## src/hdl/piq_pkg.sv

```systemverilog
// Shared constants, types and the index tap table for the patch index and quantize block.
package piq_pkg;

  localparam int LEVELS        = 5;
  localparam int PATCH_SAMPLES = 64;
  localparam int PIX_W         = 8;
  localparam int POS_W         = $clog2(PATCH_SAMPLES);
  localparam int SUM_W         = 14;
  localparam int IDX_W         = 13;
  localparam int TAP_W         = $clog2(IDX_W);
  // Quotient bits needed to hold LEVELS itself before clamping.
  localparam int QBITS         = $clog2(LEVELS + 1);
  localparam int QB_W          = (QBITS > 1) ? $clog2(QBITS) : 1;
  localparam int LEVEL_SHIFT   = $clog2(PATCH_SAMPLES);

  // Tap slot that tests the center pixel instead of a stored patch pixel.
  localparam logic [TAP_W-1:0] CENTER_TAP = TAP_W'(6);

  typedef logic [PIX_W-1:0] pix_t;
  typedef logic [POS_W-1:0] pos_t;
  typedef logic [SUM_W-1:0] sum_t;

  // Patch positions tested for index bits 12 down to 0.
  localparam pos_t TAP_POS [IDX_W] = '{
    pos_t'(9),  pos_t'(14), pos_t'(19), pos_t'(20), pos_t'(26), pos_t'(29), pos_t'(0),
    pos_t'(34), pos_t'(37), pos_t'(43), pos_t'(44), pos_t'(49), pos_t'(54)
  };

  typedef enum logic [6:0] {
    S_LOAD    = 7'b0000001,
    S_IDX_RD  = 7'b0000010,
    S_IDX_CMP = 7'b0000100,
    S_Q_RD    = 7'b0001000,
    S_Q_MUL   = 7'b0010000,
    S_Q_DIV   = 7'b0100000,
    S_OUT     = 7'b1000000
  } state_e;

  typedef struct packed {
    sum_t diff;
    logic borrow;
  } cs_res_t;

endpackage

```

## src/hdl/piq_if.sv

```systemverilog
// Valid/ready channel interfaces for patch samples in and quantized results out.
interface piq_in_if;
  import piq_pkg::*;
  logic valid;
  logic ready;
  logic kind;
  pix_t sample;

  modport source (output valid, output kind, output sample, input ready);
  modport sink (input valid, input kind, input sample, output ready);
endinterface

interface piq_out_if;
  import piq_pkg::*;
  logic              valid;
  logic              ready;
  pix_t              value;
  pos_t              position;
  logic [IDX_W-1:0]  patch_index;
  logic              last;

  modport source (output valid, output value, output position, output patch_index,
                  output last, input ready);
  modport sink (input valid, input value, input position, input patch_index,
                input last, output ready);
endinterface

```

## src/hdl/piq_cmpsub.sv

```systemverilog
// Shared subtract and compare unit used for the mean tests and the level division.
module piq_cmpsub (
  input  piq_pkg::sum_t    a_i,
  input  piq_pkg::sum_t    b_i,
  output piq_pkg::cs_res_t res_o
);
  import piq_pkg::*;

  logic [SUM_W:0] full;

  assign full         = {1'b0, a_i} - {1'b0, b_i};
  assign res_o.diff   = full[SUM_W-1:0];
  assign res_o.borrow = full[SUM_W];

endmodule

```

## src/hdl/patch_index_and_quantize.sv

```systemverilog
// Top level: patch loader, 13-bit mean index and per-pixel level quantizer.
// Loading takes one cycle per request; center pixel requests are taken in the same way.
// After the 64th sample the index is built over 13 taps, each a memory read plus a compare.
// Each result is then read, scaled and, when quantized, divided one quotient bit per cycle
// through the shared subtractor; raw or flat results skip the division; output may stall.
// Reset clears the counters and accumulators, sets quantize_enable and leaves the store as is.
module patch_index_and_quantize (
  input  logic      clk_i,
  input  logic      rst_ni,
  input  logic      cfg_we_i,
  input  logic      cfg_wdata_i,
  piq_in_if.sink    in_ch,
  piq_out_if.source out_ch
);
  import piq_pkg::*;

  state_e            state_q, state_d;
  pix_t              mem_q [PATCH_SAMPLES];
  pix_t              rdata_q;
  pos_t              rd_addr;
  pos_t              cnt_q;
  sum_t              sum_q;
  pix_t              min_q, max_q, center_q;
  logic              qen_q;
  logic [TAP_W-1:0]  tap_q;
  logic [IDX_W-1:0]  idx_q;
  pos_t              pos_q;
  sum_t              num_q;
  logic [QBITS-1:0]  quo_q, quo_d;
  logic [QB_W-1:0]   qbit_q;
  pix_t              value_q;
  pix_t              range;
  pix_t              pix_sel;
  sum_t              unit_a, unit_b;
  cs_res_t           unit_res;
  logic              in_fire, out_fire;

  assign in_fire  = in_ch.valid & in_ch.ready;
  assign out_fire = out_ch.valid & out_ch.ready;
  assign range    = max_q - min_q;
  assign pix_sel  = (tap_q == CENTER_TAP) ? center_q : rdata_q;

  assign in_ch.ready        = (state_q == S_LOAD);
  assign out_ch.valid       = (state_q == S_OUT);
  assign out_ch.value       = value_q;
  assign out_ch.position    = pos_q;
  assign out_ch.patch_index = idx_q;
  assign out_ch.last        = (pos_q == pos_t'(PATCH_SAMPLES - 1));

  // The shared unit compares sum against 64*pixel, or trials the shifted range.
  always_comb begin
    if (state_q == S_IDX_CMP) begin
      unit_a = sum_q;
      unit_b = SUM_W'(pix_sel) << LEVEL_SHIFT;
    end else begin
      unit_a = num_q;
      unit_b = SUM_W'(range) << qbit_q;
    end
  end

  piq_cmpsub u_cmpsub (
    .a_i  (unit_a),
    .b_i  (unit_b),
    .res_o(unit_res)
  );

  always_comb begin
    quo_d = quo_q;
    if (!unit_res.borrow) begin
      quo_d = quo_q | (QBITS'(1) << qbit_q);
    end
  end

  assign rd_addr = (state_q == S_IDX_RD) ? TAP_POS[tap_q] : pos_q;

  always_ff @(posedge clk_i) begin
    if (in_fire && !in_ch.kind) begin
      mem_q[cnt_q] <= in_ch.sample;
    end
    rdata_q <= mem_q[rd_addr];
  end

  always_comb begin
    state_d = state_q;
    unique case (state_q)
      S_LOAD: begin
        if (in_fire && !in_ch.kind && cnt_q == pos_t'(PATCH_SAMPLES - 1)) begin
          state_d = S_IDX_RD;
        end
      end
      S_IDX_RD:  state_d = S_IDX_CMP;
      S_IDX_CMP: state_d = (tap_q == TAP_W'(IDX_W - 1)) ? S_Q_RD : S_IDX_RD;
      S_Q_RD:    state_d = S_Q_MUL;
      S_Q_MUL: begin
        if (!qen_q || max_q <= min_q) begin
          state_d = S_OUT;
        end else begin
          state_d = S_Q_DIV;
        end
      end
      S_Q_DIV:   state_d = (qbit_q == '0) ? S_OUT : S_Q_DIV;
      S_OUT: begin
        if (out_fire) begin
          state_d = out_ch.last ? S_LOAD : S_Q_RD;
        end
      end
      default:   state_d = S_LOAD;
    endcase
  end

  always_ff @(posedge clk_i or negedge rst_ni) begin
    if (!rst_ni) begin
      state_q  <= S_LOAD;
      cnt_q    <= '0;
      sum_q    <= '0;
      min_q    <= '1;
      max_q    <= '0;
      center_q <= '0;
      qen_q    <= 1'b1;
      tap_q    <= '0;
      pos_q    <= '0;
    end else begin
      state_q <= state_d;
      if (cfg_we_i) begin
        qen_q <= cfg_wdata_i;
      end
      if (in_fire) begin
        if (in_ch.kind) begin
          center_q <= in_ch.sample;
        end else begin
          cnt_q <= cnt_q + 1'b1;
          sum_q <= sum_q + SUM_W'(in_ch.sample);
          if (in_ch.sample < min_q) begin
            min_q <= in_ch.sample;
          end
          if (in_ch.sample > max_q) begin
            max_q <= in_ch.sample;
          end
          tap_q <= '0;
        end
      end
      if (state_q == S_IDX_CMP) begin
        tap_q <= tap_q + 1'b1;
        pos_q <= '0;
      end
      if (out_fire) begin
        pos_q <= pos_q + 1'b1;
        if (out_ch.last) begin
          sum_q <= '0;
          min_q <= '1;
          max_q <= '0;
        end
      end
    end
  end

  // Datapath registers of the index and the level division.
  always_ff @(posedge clk_i) begin
    if (state_q == S_IDX_RD && tap_q == '0) begin
      idx_q <= '0;
    end
    if (state_q == S_IDX_CMP) begin
      // Bit 12 is tested first, so the index shifts in from the bottom.
      idx_q <= {idx_q[IDX_W-2:0], unit_res.borrow};
    end
    if (state_q == S_Q_MUL) begin
      num_q   <= SUM_W'(rdata_q - min_q) * SUM_W'(LEVELS);
      quo_q   <= '0;
      qbit_q  <= QB_W'(QBITS - 1);
      value_q <= qen_q ? '0 : rdata_q;
    end
    if (state_q == S_Q_DIV) begin
      quo_q  <= quo_d;
      qbit_q <= qbit_q - 1'b1;
      if (!unit_res.borrow) begin
        num_q <= unit_res.diff;
      end
      if (qbit_q == '0) begin
        if (quo_d > QBITS'(LEVELS - 1)) begin
          value_q <= PIX_W'(LEVELS - 1);
        end else begin
          value_q <= PIX_W'(quo_d);
        end
      end
    end
  end

endmodule
```

## src/flat_wrapper.sv

```systemverilog
// flat-port wrapper written by rule: the top's interface ports become plain ports
module patch_index_and_quantize_flat import piq_pkg::*;
  (clk_i, rst_ni, cfg_we_i, cfg_wdata_i, in_ch_valid, in_ch_kind, in_ch_sample, in_ch_ready, out_ch_valid, out_ch_value, out_ch_position, out_ch_patch_index, out_ch_last, out_ch_ready);
  piq_in_if in_ch_i ();
  piq_out_if out_ch_i ();
  input  logic clk_i;
  input  logic rst_ni;
  input  logic cfg_we_i;
  input  logic cfg_wdata_i;
  input wire logic [$bits(in_ch_i.valid)-1:0] in_ch_valid;
  input wire logic [$bits(in_ch_i.kind)-1:0] in_ch_kind;
  input wire logic [$bits(in_ch_i.sample)-1:0] in_ch_sample;
  output wire logic [$bits(in_ch_i.ready)-1:0] in_ch_ready;
  output wire logic [$bits(out_ch_i.valid)-1:0] out_ch_valid;
  output wire logic [$bits(out_ch_i.value)-1:0] out_ch_value;
  output wire logic [$bits(out_ch_i.position)-1:0] out_ch_position;
  output wire logic [$bits(out_ch_i.patch_index)-1:0] out_ch_patch_index;
  output wire logic [$bits(out_ch_i.last)-1:0] out_ch_last;
  input wire logic [$bits(out_ch_i.ready)-1:0] out_ch_ready;
  assign in_ch_i.valid = in_ch_valid;
  assign in_ch_i.kind = in_ch_kind;
  assign in_ch_i.sample = in_ch_sample;
  assign in_ch_ready = in_ch_i.ready;
  assign out_ch_valid = out_ch_i.valid;
  assign out_ch_value = out_ch_i.value;
  assign out_ch_position = out_ch_i.position;
  assign out_ch_patch_index = out_ch_i.patch_index;
  assign out_ch_last = out_ch_i.last;
  assign out_ch_i.ready = out_ch_ready;
  patch_index_and_quantize u_core (.clk_i(clk_i), .rst_ni(rst_ni), .cfg_we_i(cfg_we_i), .cfg_wdata_i(cfg_wdata_i), .in_ch(in_ch_i), .out_ch(out_ch_i));
endmodule
```

## config.mk

```make
export PLATFORM = sky130hd
export DESIGN_NAME = patch_index_and_quantize_flat
export DESIGN_NICKNAME = d
export VERILOG_FILES = /design/src/hdl/piq_pkg.sv /design/src/hdl/piq_if.sv /design/src/hdl/piq_cmpsub.sv /design/src/hdl/patch_index_and_quantize.sv /design/src/flat_wrapper.sv
export SDC_FILE = /design/constraint.sdc
export NUM_CORES = 1
export LEC_CHECK = 0
export ABC_CLOCK_PERIOD_IN_PS = 10100
export BUFFER_PORTS_ARGS = -buffer_cell sky130_fd_sc_hd__buf_2
export CAP_MARGIN = 10
export CORE_AREA = 5 5 273 275
export DETAILED_ROUTE_END_ITERATION = 12
export DIE_AREA = 0 0 278 280
export MAX_ROUTING_LAYER = met4
export RECOVER_POWER = 100
export SKIP_CTS_REPAIR_TIMING = 1
export SLEW_MARGIN = 20
export SYNTH_ARGS = -nofsm -noshare
export SYNTH_HDL_FRONTEND = slang
export SYNTH_SLANG_ARGS = --single-unit
```

## constraint.sdc

```tcl
create_clock -name clk_i -period 10.1 [get_ports clk_i]
set_input_delay 2.02 -clock clk_i [delete_from_list [all_inputs] [get_ports clk_i]]
set_output_delay 2.02 -clock clk_i [all_outputs]
set_load 0.01 [all_outputs]
```

Word-level counts from Yosys, hierarchy flattened
Memory sizes are Yosys's and may differ from the RTL's. A register that Yosys moved wholly into a read port is not among the register bits.
Cells that the tools add are included.
Widths: inputs -> output; s select.
- register bits: 102
- bits in writable memories: 512
- bits in read-only memories: 96
- input bits: 15
- output and inout bits: 30
- word-level logic and storage cells: 116
- memories: 2
- $add $sub $neg: 8
- multipliers: 1
- magnitude comparators: 5
- equal/unequal tests: 14
- shift operators: 2
- multiplexer cells: 49
- bitwise operators: 5
- reduce and logical (&&, ||, !) cells: 16
- memory list (name ; depth ; width ; read ports ; clocked after memory_dff ; wr ports ; RTL line ; text):
    u_core.mem_q ; 64 ; 8 ; 1 ; 1 ; 1 ; patch_index_and_quantize.sv:18 ; pix_t mem_q [PATCH_SAMPLES];
    (no name shown) ; 16 ; 6 ; 1 ; 0 ; 0 ; patch_index_and_quantize.sv:74 ; assign rd_addr = (state_q == S_IDX_RD) ? TAP_POS[tap_q] : pos_q;
- operator list (kind ; number):
    $mux 14 ; 9
    $mux 8 ; 15
    $pmux 7 s7 ; 1
    $mux 6 ; 5
    $mux 7 ; 4
    $mux 13 ; 2
    $mux 4 ; 5
    $sub 14x14->15 ; 1
    $add 14x8->14 ; 1
    $mul 14x3->14 const B ; 1
    $shl 8x2->14 ; 1
    $add 6x1->6 const B ; 2
    $eq 6x6->1 const B ; 2
    $mux 3 ; 4
    $sub 8x8->9 ; 1
    $gt 8x8->1 ; 1
    $le 8x8->1 ; 1
    $lt 8x8->1 ; 1
    $reduce_and 2->1 ; 4
    $reduce_bool 2->1 ; 4
    $sub 8x8->8 ; 1
    $eq 7x1->1 const B ; 1
    $eq 7x2->1 const B ; 1
    $eq 7x3->1 const B ; 1
    other kinds (24) ; 31

Longest topological paths before layout
Gate-level depths: netlist (run 1).
- word-level depth: 9
- depth in mapped cells: 21
- depth with buffers taken out: 21

By module
Synthesis (run 1) repeated with hierarchy kept, for this count alone.
- cells, all modules: 2420
- area total of the unflattened synthesis: 28382.2 sq um
- by module, submodules not included (module ; times used ; cells an instance ; area an instance (sq um) ; seq. area each (sq um)):
    patch_index_and_quantize ; 1 ; 2320 ; 27684.1 ; 18079.8
    piq_cmpsub ; 1 ; 100 ; 698.2 ; 0.0

Worst setup path after synthesis (run 1)
OpenSTA, ideal clock, no wires.
- path kind: register -> register
- start: reg u_core.min_q[1]
- end: reg u_core.num_q[10]
- setup time: 0.072 ns
- data arrival time: 4.377 ns
- data required time: 10.028 ns
- slack: 5.651 ns
- stages on the path, launching flop included: 19
- path buffers: 1
- period minus slack after synthesis: 4.449 ns
- cells stage by stage: dfstp_2 > inv_1 > ha_1 > nor2b_1 > o21a_1 > o21ai_0 > a21oi_1 > o41ai_1 > xor2_1 > o21ai_0 > a31oi_1 > ha_1 > a21o_1 > a221o_1 > o21a_1 > o41a_1 > nand2_1 > buf_2 > mux2i_1
- word-level cells in the longest chain between the ends: 6
- elaborated cells between the ends (all ways): 9
- classes of those cells: add/sub: 3; mul: 1; shift: 1; mux: 4
- RTL lines (element ; RTL line ; text):
    start, declared ; patch_index_and_quantize.sv:23 ; pix_t min_q, max_q, center_q;
    start signal, assigned ; patch_index_and_quantize.sv:134 ; min_q <= in_ch.sample;
    parallel branches: the longest is 5 deep, another holds $mul 14x3->14 ; n/a ;
    $mux 14 * ; patch_index_and_quantize.sv:172 ; if (state_q == S_Q_DIV) begin
    end signal, assigned ; patch_index_and_quantize.sv:167 ; num_q <= SUM_W'(rdata_q - min_q) * SUM_W'(LEVELS);
    end signal, assigned ; patch_index_and_quantize.sv:176 ; num_q <= unit_res.diff;
    end, declared ; patch_index_and_quantize.sv:28 ; sum_t num_q;
Mark *: on every way between the ends.
A chain may end at the register's enable or synchronous reset.

Worst setup path in the final report (run 1)
- start: reg u_core.tap_q[0]
- end: reg u_core.rdata_q[5] (read register of u_core.mem_q)
- word-level cells in the longest chain between the ends: 5
- RTL lines (element ; RTL line ; text):
    start, declared ; patch_index_and_quantize.sv:25 ; logic [TAP_W-1:0] tap_q;
    start signal, assigned ; patch_index_and_quantize.sv:143 ; tap_q <= tap_q + 1'b1;
    $not 4->5 (not written as such) ; patch_index_and_quantize.sv:74 ;
    $mem_v2 16x6 ; n/a ;
    $mux 6 (not written as such) (2 in series) ; patch_index_and_quantize.sv:74 ;
    $mux 6 ; patch_index_and_quantize.sv:74 ;
    end, declared ; patch_index_and_quantize.sv:19 ; pix_t rdata_q;
No other way between the ends. The select of a mux whose other input is x is not followed.

==> results.txt, run 1 <==
----------------------------------------------------
[Clocking]
  Deepest level of the CTS H-tree ... 3
  Clock tree root driver cell ... clkbuf_16
  CTS buffer count ... 66
  Clock-pin slew on the worst setup and hold paths ... 60 ps
  Maximum number of buffers from clock root to sink ... 3
  Clk sink count ... 622
  Latest clock arrival within the worst-skew pair ... 600 ps
  Clock tree from TritonCTS ... yes

[Power and ir drop]
  Combinational cell fraction of total power ... 30.9%
  Switching component of the power ... 2.62 mW
  P_leak ... 12.1 nW
  Clk pwr share ... 30.7%
  Power density over the cells ... 254 nW/um^2
  Power share of the sequential group ... 38.4%
  Internal power summed over all cells ... 5.39 mW
  Proportion of total power due to net switching ... 32.7%
  Peak supply drop ... 0.447 mV

[Yosys]
  Share of synthesized registers carrying an async set or reset ... 9.97%
  Number of enable flip-flop cells after synthesis ... 530
  Area share of fa/ha/maj cells after synthesis ... 4.06%
  Simple-gate area share of the yosys netlist ... 10.1%
  Most instantiated flip-flop cell in the synthesis netlist ... edfxtp_1
  Summed instance area of the synthesized netlist ... 28300 um^2
  Synth warnings ... 0
  Xor and xnor area share after synthesis ... 1.55%
  Mapped Avg Cell Area ... 13.3 um^2
  Multiplexer fraction of the synthesized cell area ... 10.0%
  Register area share after synthesis ... 63.8%
  Complex-gate fraction of the synthesized area ... 7.88%
  Post-synthesis net count ... 2234
  Number of library cell types mapped by synthesis ... 83
  Gate count of the mapped netlist ... 2130
  Yosys reg bits ... 622
  Largest family of logic cells by synthesized area ... simple AND/OR/NAND/NOR gates

[Routing]
  Number of vias in the routed layout ... 17500
  Pre-Repair DR Iteration Count ... 5
  DRC errors left ... 0
  Routed via count divided by cell count ... 5.49
  Detailed router's first-iteration violation count ... 1553
  Final wirelength ... 71.0 mm
  Post-route antenna net violation count ... 0
  Avg WL per Cell ... 22.3 um

[Global routing]
  Remaining global-route overflow ... 0
  Global-route usage over all layers ... 18.4%
  Maximum number of pins on one net before global-route repair ... 122
  Number of global-route vias before repair ... 17000
  Initial antenna violation count ... 3
  First-pass GRT wire length ... 107 mm

[STA]
  Fin crit period ... 7490 ps
  Setup violations, final ... 0
  Setup TNS ... 0 ps
  Final count of hold timing violations ... 0
  RSZ-0062 raised after global routing ... no
  Achievable frequency ... 133 MHz
  Slew Viols, Final ... 648
  Period utilization ... 74.2%
  Rel. slew slack ... -163%
  Slew at the pin closest to its max-slew limit ... 3940 ps
  Worst clock skew ... 20.4 ps

[Outcome]
  Failing checks ... max-capacitance violations, max-slew violations
  Outcome ... finished, violations left

[Setup path]
  Dominant cell type by count on the critical path ... o22ai_1
  Worst path slowest cell ... clkbuf_1
  Class of the most critical setup path ... reg2reg
  Worst path arrival time ... 7940 ps
  Endpoint class of the critical path ... flip-flop
  Data required time of the critical path ... 10550 ps
  CP max FO ... 121
  Cell-by-cell trace of the critical path ... inv_1 -> ha_1 -> xor2_1 -> o22ai_1 -> o21a_1 -> buf_12 -> clkbuf_1 -> mux2i_1 -> o22ai_1 -> nor4_1 -> and4_1 -> nand4_1
  Register-to-register setup slack ... 2610 ps
  Largest incremental delay on the critical path ... 2840 ps
  Startpoint Class ... flip-flop

[Layout]
  Number of filler cells placed in the layout ... 6452
  Area growth, synth to finish ... 11.3%
  Fin cells ... 3180
  Final std cell area, no fill ... 31500 um^2
  Share of cells above drive strength 1 ... 7.39%
  Total Nets Final ... 2274

[Worst hold path]
  Type of the most critical hold path ... reg2reg

[Floorplan]
  Core region area ... 72100 um^2
  Number of placement rows ... 99
  Height of the die ... 280 um
  Horizontal extent of the die ... 278 um
  Floorplan die area ... 77800 um^2
  Number of placed I/O pins ... 45
  Initial Util ... 39.3%

[Placement]
  Area of placed instances ... 29500 um^2
  Count of buffers inserted at the top-level ports ... 44
  Cell count after placement ... 3061
  Weighted congestion at the end of routability-driven global placement ... 0.847
  Half-perimeter wire length after detailed placement ... 46.6 mm

[Run]
  Max-cap viol count ... 12

----------------------------------------------------
cells in the final DEF, fill, tap and decap left out, drive strengths merged, types with 23 or more instances in the layout:
master	n
a211oi	29
o22ai	38
ha	84
dfrtp	52
o21ai	52
mux2i	244
clkinv	27
nand3	46
clkbuf	131
inv	46
edfxtp	530
nor2b	37
dfxtp	30
a31oi	28
xor2	23
nor2	158
xnor2	27
nand2	249
a32oi	36
a21oi	87
synth_stat cells (all sizes together) (5+ instances only):
master	count	area, um^2
a21o	14	105
clkbuf	40	150
dfstp	10	263
nor3	10	50.1
edfxtp	530	15900
fa	5	100
nor2	158	601
xor2	23	201
mux2i	244	2440
or3	7	43.8
and3	12	75.1
dfxtp	30	601
nor4	10	75.1
mux4	8	180
a21oi	87	435
inv	45	169
and4	7	61.3
o21bai	8	60.1
nand3b	7	52.6
nand2	249	940
xnor2	27	236
a32oi	36	315
o31ai	7	52.6
o21ai	52	260
nand4	15	93.8
buf	57	387
a211oi	29	223
mux2	19	221
nand2b	11	68.8
and2	19	119
o22ai	38	238
nand3	46	243
ha	84	1050
nor3b	12	95.1
dfrtp	52	1300
nor2b	37	231
a31oi	28	175
o21a	5	38.8
per-layer routing:
layer / global-route usage, % / vias to the layer above / wire length (um)
met5: - / - / 0
met2: 28.8 / 545 / 33000
met4: 5.54 / 0 / 2280
li1: - / 8104 / -
met1: 24.5 / 8680 / 31000
met3: 3.79 / 132 / 4730
cell families after synthesis:
group,Yosys count
muxes,271
xor gates and xnor gates,50
adders and majority gates,89
AOI/OAI and AO/OA,341
DFF,622
and+or+nand+nor,614
buffers and inverters,143
final timing paths:
check	endpoint	startpoint	cells past startpoint
worst max-delay path	u_core.rdata_q[5]	u_core.tap_q[0]	12
worst min-delay path	u_core.cnt_q[2]	u_core.cnt_q[2]	1
worst max register to register	u_core.rdata_q[5]	u_core.tap_q[0]	12
worst min register to register	u_core.cnt_q[2]	u_core.cnt_q[2]	1
max in group asynchronous	u_core.sum_q[13]	rst_ni	2
min in group asynchronous	u_core.out_ch.position[5]	rst_ni	2
metrics by stage:
step / worst slack, ps / util [%] / power, mW / hold slack (ps)
floorplan: 5650 / - / 4.89 / 449
global placement: 4880 / 40.9 / 5.52 / 467
detailed placement: 4730 / 40.9 / 5.58 / 479
CTS: 4710 / 44.0 / 8.06 / 492
global route: 2210 / 43.7 / 8.46 / 510
finish: 2610 / 43.8 / 8.01 / 494
critical path, delay by kind of cell (launching register included):
family,cells,cell delay (ps)
AO/OA/AOI/OAI,3,1110
XOR/XNOR,1,160
adder cells (fa/ha/maj),1,370
buffers and inverters,3,3580
flip-flops,1,580
multiplexers,1,380
AND/OR/NAND/NOR,3,1010
registers in the layout, summed over array words and instances (netlist names):
name and flops:
u_core.sum_q 14, u_core.state_q 7, u_core.qbit_q 2, u_core.rdata_q 8, u_core.out_ch.position 6, u_core.mem_q 512
u_core.qen_q 1, u_core.max_q 8, u_core.out_ch.patch_index 13, u_core.out_ch.value 8, u_core.quo_q 3, u_core.center_q 8
u_core.num_q 14, u_core.cnt_q 6, u_core.min_q 8, u_core.tap_q 4
final cells by class:
type                    instances  area [um^2]  area share, %
diodes                          1         2.50        0.00793
well taps                     959         1200           3.80
clock buffers                  81         1810           5.74
multi-input cells            1365         9540           30.2
clock inverters                37          412           1.31
flip-flops and latches        622        18100           57.3
repair buffers                 69          323           1.02
inverters                      46          173          0.547
power groups by stage:
stage               Clock (mW)  Combinational [mW]  Sequential [mW]
floorplan                    0                1.83             3.05
global placement             0                2.39             3.13
detailed placement           0                2.45             3.13
CTS                       2.51                2.48             3.08
global route              2.61                2.75             3.09
finish                    2.46                2.47             3.08
Note: power is estimated with default switching activity, not from simulation.
==> run 2: changes to the inputs <==
- ABC_CLOCK_PERIOD_IN_PS: 10100 -> 7300
- clock period: 10.1 -> 7.3 ns (I/O delays scaled with it)
==> results.txt, run 2 (same netlist as run 1, synthesis figures left out) <==
----------------------------------------------------
[Routing]
  Post-route antenna net violation count ... 0
  Pre-Repair DR Iteration Count ... 5
  Avg WL per Cell ... 22.4 um
  Routed via count divided by cell count ... 5.49
  Detailed router's first-iteration violation count ... 1749
  Uppermost layer routed ... met4
  Number of vias in the routed layout ... 17500
  Length of routed met3 wiring ... 4.66 mm
  Final wirelength ... 71.4 mm
  Length of routed wiring on met1 ... 32.4 mm
  Routed length on met2 ... 32.9 mm
  DRC errors left ... 0

[Setup path]
  Cell family contributing the most delay on the critical path ... buffers and inverters
  Startpoint Class ... flip-flop
  Endpoint class of the critical path ... flip-flop
  Worst path slowest cell ... clkbuf_1
  Largest incremental delay on the critical path ... 1740 ps
  Data required time of the critical path ... 7790 ps
  Number of buffers and inverters on the critical path ... 2
  Class of the most critical setup path ... reg2reg
  Cell-by-cell trace of the critical path ... nor4_1 -> nand2_2 -> inv_2 -> mux2_4 -> clkbuf_1 -> mux4_2 -> a32o_1 -> or4_1
  CP max FO ... 39
  Worst path arrival time ... 6610 ps

[Global routing]
  First-pass GRT wire length ... 108 mm
  Initial antenna violation count ... 3
  Global-route usage over all layers ... 18.5%
  Number of global-route vias before repair ... 17200
  Remaining global-route overflow ... 0
  Maximum number of pins on one net before global-route repair ... 97

[Clocking]
  Maximum number of buffers from clock root to sink ... 3
  Clock tree root driver cell ... clkbuf_16
  Latest clock arrival within the worst-skew pair ... 620 ps
  CTS buffer count ... 68
  Clk sink count ... 622
  Clock tree from TritonCTS ... yes
  Clock-pin slew on the worst setup and hold paths ... 60 ps
  Deepest level of the CTS H-tree ... 3

[Worst hold path]
  Type of the most critical hold path ... reg2reg

[Layout]
  Area growth, synth to finish ... 11.3%
  Number of filler cells placed in the layout ... 6500
  Highest-count cells in the layout ignoring fill and taps ... edfxtp_1, nand2_1, mux2i_1, nor2_1, a21oi_1
  Diode count ... 0
  Total Nets Final ... 2277
  Commonest non-fill, non-tap cell in the layout ... edfxtp_1
  Share of cells above drive strength 1 ... 7.32%
  Number of flip-flops in the largest register ... 512
  Register containing the most flip-flops in the final layout ... u_core.mem_q
  Largest registers ... u_core.mem_q: 512 flops, u_core.num_q: 14 flops, u_core.sum_q: 14 flops

[Power and ir drop]
  Peak supply drop ... 0.563 mV
  P_leak ... 12.1 nW
  Power density over the cells ... 347 nW/um^2
  Post-route total power ... 10.9 mW

[STA]
  Worst clock skew ... 27.6 ps
  Slew at the pin closest to its max-slew limit ... 3960 ps
  Slew Viols, Final ... 592
  Fin crit period ... 6120 ps
  Final count of hold timing violations ... 0
  Setup violations, final ... 0
  Period utilization ... 83.8%
  Achievable frequency ... 163 MHz
  RSZ-0062 raised after global routing ... no
  Rel. slew slack ... -164%
  Setup TNS ... 0 ps
  Crit path setup slack, layout ... 1180 ps

[Floorplan]
  Initial Util ... 39.3%
  Number of placed I/O pins ... 45
  Horizontal extent of the die ... 278 um
  Height of the die ... 280 um
  Number of placement rows ... 99
  Core region area ... 72100 um^2
  Floorplan die area ... 77800 um^2

[Placement]
  Weighted congestion at the end of routability-driven global placement ... 0.877
  Half-perimeter wire length after detailed placement ... 46.9 mm
  Setup slack after placement ... 2010 ps
  Count of buffers inserted at the top-level ports ... 44

[Outcome]
  Outcome ... finished, violations left
  Failing checks ... max-capacitance violations, max-slew violations

[Run]
  Max-cap viol count ... 11

----------------------------------------------------
## run 2: cell count changes in the layout (fill, tap and decap cells not counted), moves of 2 or more
cell       change
clkinv_2       +3
buf_12         +2
clkbuf_1      +10
clkbuf_8       -4
inv_16         +2
clkinv_8       -2
clkbuf_16      +2
bufinv_16      -5
## run 2: where the power goes
group | switching (mW) | internal [mW] | total (mW)
Clock | 1.41 | 1.88 | 3.29
Combinational | 2.04 | 1.37 | 3.41
Sequential | 0.185 | 4.06 | 4.24
## run 2: path summary, 6_finish.rpt
path	start	end	slack, ps	depth (start not counted)
setup / recovery	u_core.state_q[4]	u_core.rdata_q[6]	1180	8
hold / removal	u_core.center_q[0]	u_core.center_q[0]	480	2
setup reg to reg	u_core.state_q[4]	u_core.rdata_q[6]	1180	8
hold reg to reg	u_core.center_q[0]	u_core.center_q[0]	480	2
max in group asynchronous	rst_ni	u_core.sum_q[0]	3130	2
min in group asynchronous	rst_ni	u_core.out_ch.position[3]	2140	2
## run 2: layout make-up
type	count	area (um^2)	share of cell area (%)
Sequential cell	622	18100	57.4
Timing Repair Buffer	70	355	1.13
Multi-Input combinational cell	1365	9560	30.3
Inverter	46	173	0.548
Clock buffer	89	1840	5.85
Tap cell	959	1200	3.81
Clock inverter	35	304	0.965
## run 2: per-layer routing
layer	vias to the layer above	GRT usage, %
met3	103	3.51
met2	548	28.9
met5	-	-
met4	0	4.13
met1	8746	25.6
li1	8102	-
## run 2: worst min-delay path: stages (launching register included)
cell     delay, ps
dfrtp_1        340
nand2_1         50
o21ai_0         60
## run 2: through the flow
step / instance area (um^2) / util, % / cells / hold slack [ps]
after detailed placement: 29500 / 40.9 / 3062 / 475
after global routing: 31500 / 43.7 / 3186 / 522
after CTS: 31700 / 43.9 / 3186 / 483
after floorplan: 28300 / - / 2130 / 449
after global placement: 29500 / 40.9 / 3062 / 467
final: 31500 / 43.7 / 3186 / 476
